`src/rtl/core/bilinear_upscale_8x_wrap_defines.svh`:
```
// Assertion macros for the bilinear 8x upscaler.
// Used by bilinear_upscale_8x_wrap; needs nothing else.
`ifndef BILINEAR_UPSCALE_8X_WRAP_DEFINES_SVH
`define BILINEAR_UPSCALE_8X_WRAP_DEFINES_SVH

// Same-cycle implication.
`define BLU8_ASSERT_NOW(label, clk, rst, ante, cons, msg) \
  label: assert property (@(posedge clk) disable iff (rst) (ante) |-> (cons)) \
    else $error(msg);

// Next-cycle implication.
`define BLU8_ASSERT_NEXT(label, clk, rst, ante, cons, msg) \
  label: assert property (@(posedge clk) disable iff (rst) (ante) |=> (cons)) \
    else $error(msg);

`endif

```
`src/rtl/core/blu8_pkg.sv`:
```
// Shared types and constants of the bilinear 8x upscaler.
// Used by every module of the block; depends on nothing.
package blu8_pkg;

  localparam int LOW_DIM   = 256;
  localparam int HIGH_DIM  = 2048;
  localparam int LOW_BITS  = $clog2(LOW_DIM);
  localparam int HIGH_BITS = $clog2(HIGH_DIM);
  localparam int FRAC_BITS = 3;
  localparam int ADDR_BITS = 2 * LOW_BITS;
  localparam int IDX_BITS  = 23;
  localparam int SUM_BITS  = 18;
  localparam int VAL_BITS  = 8;
  localparam int APB_ABITS = 3;

  localparam logic CMD_WRITE = 1'b0;
  localparam logic CMD_QUERY = 1'b1;

  localparam logic REG_PAIR_MODE = 1'b0;

  typedef struct packed {
    logic                 cmd;
    logic [LOW_BITS-1:0]  low_x;
    logic [LOW_BITS-1:0]  low_y;
    logic [VAL_BITS-1:0]  sample;
    logic [HIGH_BITS-1:0] high_x;
    logic [HIGH_BITS-1:0] high_y;
  } req_t;

  typedef struct packed {
    logic [IDX_BITS-1:0] out_index;
    logic [VAL_BITS-1:0] out_value;
    logic                last;
  } rsp_t;

  typedef enum logic [1:0] {
    ST_IDLE,
    ST_PAIR,
    ST_CALC
  } fsm_state_t;

  typedef struct packed {
    logic                 fire;
    logic [HIGH_BITS-1:0] hx;
    logic [HIGH_BITS-1:0] hy;
    logic [VAL_BITS-1:0]  a;
    logic [VAL_BITS-1:0]  b;
    logic [VAL_BITS-1:0]  c;
    logic [VAL_BITS-1:0]  d;
  } op_t;

endpackage

```
`src/rtl/core/blu8_out.sv`:
```
// Bilinear arithmetic and the result register, with the spread pair.
// Depends on blu8_pkg.
module blu8_out (
  input  logic           clk,
  input  logic           rst,
  input  blu8_pkg::op_t  op,
  input  logic           pair_mode,
  output logic           out_free,
  output logic           rsp_valid,
  input  logic           rsp_stall,
  output blu8_pkg::rsp_t rsp
);

  logic [blu8_pkg::FRAC_BITS-1:0] fx, fy;
  logic signed [blu8_pkg::SUM_BITS-1:0] a_s, b_s, c_s, d_s;
  logic signed [blu8_pkg::SUM_BITS-1:0] fx_s, fy_s, fxy_s;
  logic signed [blu8_pkg::SUM_BITS-1:0] dx, dy, dxy, sum, q;
  logic [blu8_pkg::VAL_BITS-1:0]        value;
  logic [blu8_pkg::IDX_BITS-2:0]        pix;

  assign fx = op.hx[blu8_pkg::FRAC_BITS-1:0];
  assign fy = op.hy[blu8_pkg::FRAC_BITS-1:0];

  always_comb begin
    a_s   = {{(blu8_pkg::SUM_BITS-blu8_pkg::VAL_BITS){1'b0}}, op.a};
    b_s   = {{(blu8_pkg::SUM_BITS-blu8_pkg::VAL_BITS){1'b0}}, op.b};
    c_s   = {{(blu8_pkg::SUM_BITS-blu8_pkg::VAL_BITS){1'b0}}, op.c};
    d_s   = {{(blu8_pkg::SUM_BITS-blu8_pkg::VAL_BITS){1'b0}}, op.d};
    fx_s  = {{(blu8_pkg::SUM_BITS-blu8_pkg::FRAC_BITS){1'b0}}, fx};
    fy_s  = {{(blu8_pkg::SUM_BITS-blu8_pkg::FRAC_BITS){1'b0}}, fy};
    fxy_s = fx_s * fy_s;
    dx    = b_s - a_s;
    dy    = c_s - a_s;
    dxy   = d_s - b_s - c_s + a_s;
    sum   = ((dx * fx_s) <<< blu8_pkg::FRAC_BITS)
          + ((dy * fy_s) <<< blu8_pkg::FRAC_BITS)
          + (dxy * fxy_s);
    q     = sum >>> (2 * blu8_pkg::FRAC_BITS);
    value = op.a + q[blu8_pkg::VAL_BITS-1:0];
    pix   = {op.hy, op.hx};
  end

  assign out_free = !rsp_valid || (!rsp_stall && rsp.last);

  always_ff @(posedge clk) begin
    if (rst) begin
      rsp_valid <= 1'b0;
    end else if (op.fire) begin
      rsp_valid <= 1'b1;
    end else if (rsp_valid && !rsp_stall && rsp.last) begin
      rsp_valid <= 1'b0;
    end
  end

  always_ff @(posedge clk) begin
    if (op.fire) begin
      rsp.out_value <= value;
      if (pair_mode) begin
        rsp.out_index <= {pix, 1'b0};
        rsp.last      <= 1'b0;
      end else begin
        rsp.out_index <= {1'b0, pix};
        rsp.last      <= 1'b1;
      end
    end else if (rsp_valid && !rsp_stall && !rsp.last) begin
      rsp.out_index[0] <= 1'b1;
      rsp.last         <= 1'b1;
    end
  end

endmodule

```
`config.mk`:
```
export PLATFORM = sky130hd
export DESIGN_NAME = blu8_out
export DESIGN_NICKNAME = d
export VERILOG_FILES = /design/src/rtl/core/bilinear_upscale_8x_wrap_defines.svh /design/src/rtl/core/blu8_pkg.sv /design/src/rtl/core/blu8_out.sv
export SDC_FILE = /design/constraint.sdc
export NUM_CORES = 1
export LEC_CHECK = 0
export BUFFER_PORTS_ARGS = -buffer_cell sky130_fd_sc_hd__buf_2
export CAP_MARGIN = 25
export CORE_AREA = 2 2 143 110
export CTS_BUF_LIST = sky130_fd_sc_hd__clkbuf_16
export CTS_CLUSTER_DIAMETER = 100
export CTS_CLUSTER_SIZE = 16
export DETAILED_ROUTE_END_ITERATION = 10
export DIE_AREA = 0 0 145 112
export PLACE_DENSITY_LB_ADDON = 0.12
export SETUP_SLACK_MARGIN = 0.02
export SYNTH_ARGS = -nofsm -noshare
export SYNTH_HDL_FRONTEND = slang
export SYNTH_SLANG_ARGS = --single-unit
```
`constraint.sdc`:
```
create_clock -name clk -period 12.8 [get_ports clk]
set_input_delay 1.28 -clock clk [delete_from_list [all_inputs] [get_ports clk]]
set_output_delay 1.28 -clock clk [all_outputs]
set_load 0.02 [all_outputs]
```
==> impl_metrics.py <==
metrics = {
    "clocking": {
        "htreeDepth": 2,
        "clkTransAtPathRegs_ps": 60,
        "clk_latency_ps": 280,
        "post-cts-setup-buffer-count": 0,
        "cts_max_path_buffers": 2,
        "cts_resized": 0,
        "cts-root-buf": "clkbuf_16",
        "cts_tree": "done",
        "postCtsHoldBufs": 0,
        "cts_buffers": 5,
        "cts.sinks": 33,
    },
    "layout": {
        "fillCellCount": 1388,
        "nets": 1146,
        "layout_commonest_cell": "inv_1",
        "area_delta_synth_final_pct": 11.5,
        "drive_above_1_share": 0.144,
        "mostFrequentLayoutCells": "inv_1, ha_1, buf_2",
        "n_antenna_cell": 0,
    },
    "logic_synthesis": {
        "synth_area_mm2": 0.00732,
        "ys_types": 44,
        "ys_ff_latch": 33,
        "synthMuxAreaShare": 0.0323,
        "synthArstFlopShare": 0,
        "yosys.area_share.adder": 0.422,
        "syn-mean-instance-area_um2": 9.12,
        "synth-edff-count": 32,
        "synth_seq_area_share": 0.134,
        "synth-compound-area-share": 0.0874,
        "synthSimpleGateAreaFrac": 0.144,
        "synth_ff_type": "edfxtp_1",
        "yosysWarningCount": 0,
        "syn_nets": 1059,
        "synth_cells": 803,
        "synth_top_family_by_area": "adder cells",
        "synthXorXnorAreaFrac": 0.0838,
    },
    "die": {
        "num_io_pins": 93,
        "rows": 39,
        "initial_utilization": 0.492,
        "fp.dieW_um": 145,
        "fp.dieArea_mm2": 0.0162,
        "chipHeight_um": 112,
        "coreArea_mm2": 0.0149,
    },
    "timing": {
        "min_period_over_period": 0.801,
        "drv_slew": 0,
        "rsz0062_at_grt": "no",
        "tightest_slew_ps": 740,
        "finClkSkew_ps": 0.183,
        "fin_crit_ps": 10250,
        "setup_tns_ps": 0,
        "max_freq_ghz": 0.0975,
        "finalSetupViolations": 0,
        "hold_viol": 0,
        "max-slew-margin-rel": 0.507,
    },
    "global_routing": {
        "grt-ovfl-total": 0,
        "grt_pass1_vias": 5542,
        "grt_pass1_wl_um": 28900,
        "grt_max_degree": 34,
        "grt_usage": 0.224,
        "antenna_found_initial": 0,
    },
    "setup_path": {
        "required_ps": 12820,
        "start_kind": "input port",
        "critical_path_arrival_ps": 10270,
        "crit_type": "input port to flip-flop",
        "endpoint_kind": "flip-flop",
        "path_max_fanout": 6,
        "critPathMaxStageDelay_ps": 570,
        "cpMaxStageDelayCell": "fa_1",
        "path_buf_inv": 6,
        "cpLargestDelayFamily": "adder cells",
    },
    "route": {
        "wl_per_cell_um": 16.1,
        "drt-initial-drc-count": 341,
        "vias_per_cell": 5.03,
        "route.detailed.drc": 0,
        "via_count": 5508,
        "totalWireLength_um": 17700,
        "drt_first_pass_iters": 5,
        "ant_nets": 0,
    },
    "placement": {
        "gp_congestion": 0.944,
        "dpl.hpwl_um": 15400,
        "place.port_buffers": 92,
    },
    "worst_hold_path": {
        "holdCritPathClass": "flip-flop to flip-flop",
    },
    "job": {
        "max-cap-violations": 0,
    },
    "outcome": {
        "outcome": "finished clean",
    },
}
[Yosys cell counts, types with 14 or more instances]
master,count,area (um^2)
a21oi_1,27,135
o21ai_0,14,70.1
ha_1,114,1430
inv_1,174,653
nor2_1,38,143
xor2_1,18,158
and2_1,53,332
o21a_1,15,113
nand2_1,48,180
fa_1,83,1660
edfxtp_1,32,961
mux2_2,21,236
nor2b_1,35,219
xnor2_1,45,394
[sequential cells by signal (all words and copies together), names as in the netlist]
signal and flops:
rsp 32, rsp_valid 1
[area by class of cell]
| cell class | instances | area, um^2 | area share |
|---|---|---|---|
| clock buffer | 5 | 125 | 0.0153 |
| clock inverter | 3 | 37.5 | 0.00460 |
| inverter | 175 | 657 | 0.0805 |
| multi-input combinational | 581 | 5630 | 0.690 |
| sequential | 33 | 981 | 0.120 |
| tap | 205 | 256 | 0.0314 |
| timing repair buffer | 94 | 475 | 0.0583 |
[worst register-to-register path, stage by stage, from the launching register on]
cell and delay, ps:
edfxtp_1 410, nor2_1 100, nand2_1 50, nand2_1 100
[routing by layer]
metal / up-vias / wire [um] / track usage
li1: 2696 / - / -
met1: 2672 / 8940 / 0.348
met2: 128 / 7710 / 0.337
met3: 12 / 905 / 0.0381
met4: 0 / 119 / 0.0264
met5: - / 0 / 0
[stage by stage]
stage                     cells  setup slack (ps)  area (um^2)  hold WS, ps  utilization
after floorplan             803              3200         7320          676            -
after global placement     1088              2540         8000          500        0.537
after detailed placement   1088              2320         8000          527        0.537
after CTS                  1096              2550         8160          538        0.548
after global routing       1096              1930         8160          559        0.548
final                      1096              2550         8160          540        0.548
[logic make-up (layout without fill, tap and decap cells)]
kind of cell	count (synthesis)	count (layout)
AND/OR/NAND/NOR	200	200
buffers and inverters	189	277
AO/OA/AOI/OAI	97	97
multiplexers	21	21
XOR/XNOR	66	66
adder cells (fa/ha/maj)	197	197
flip-flops	33	33
[path summary, 6_finish.rpt]
check	end	slack [ps]	start	depth (start not counted)
setup / recovery	rsp[8]	2550	op[17]	39
hold / removal	rsp_valid	540	rsp_valid	2
setup reg to reg	rsp[9]	11840	rsp[0]	3
hold reg to reg	rsp_valid	540	rsp_valid	2
Power is not shown: default switching activity piles up to over one toggle a cycle in this logic, so the estimate is an artifact.
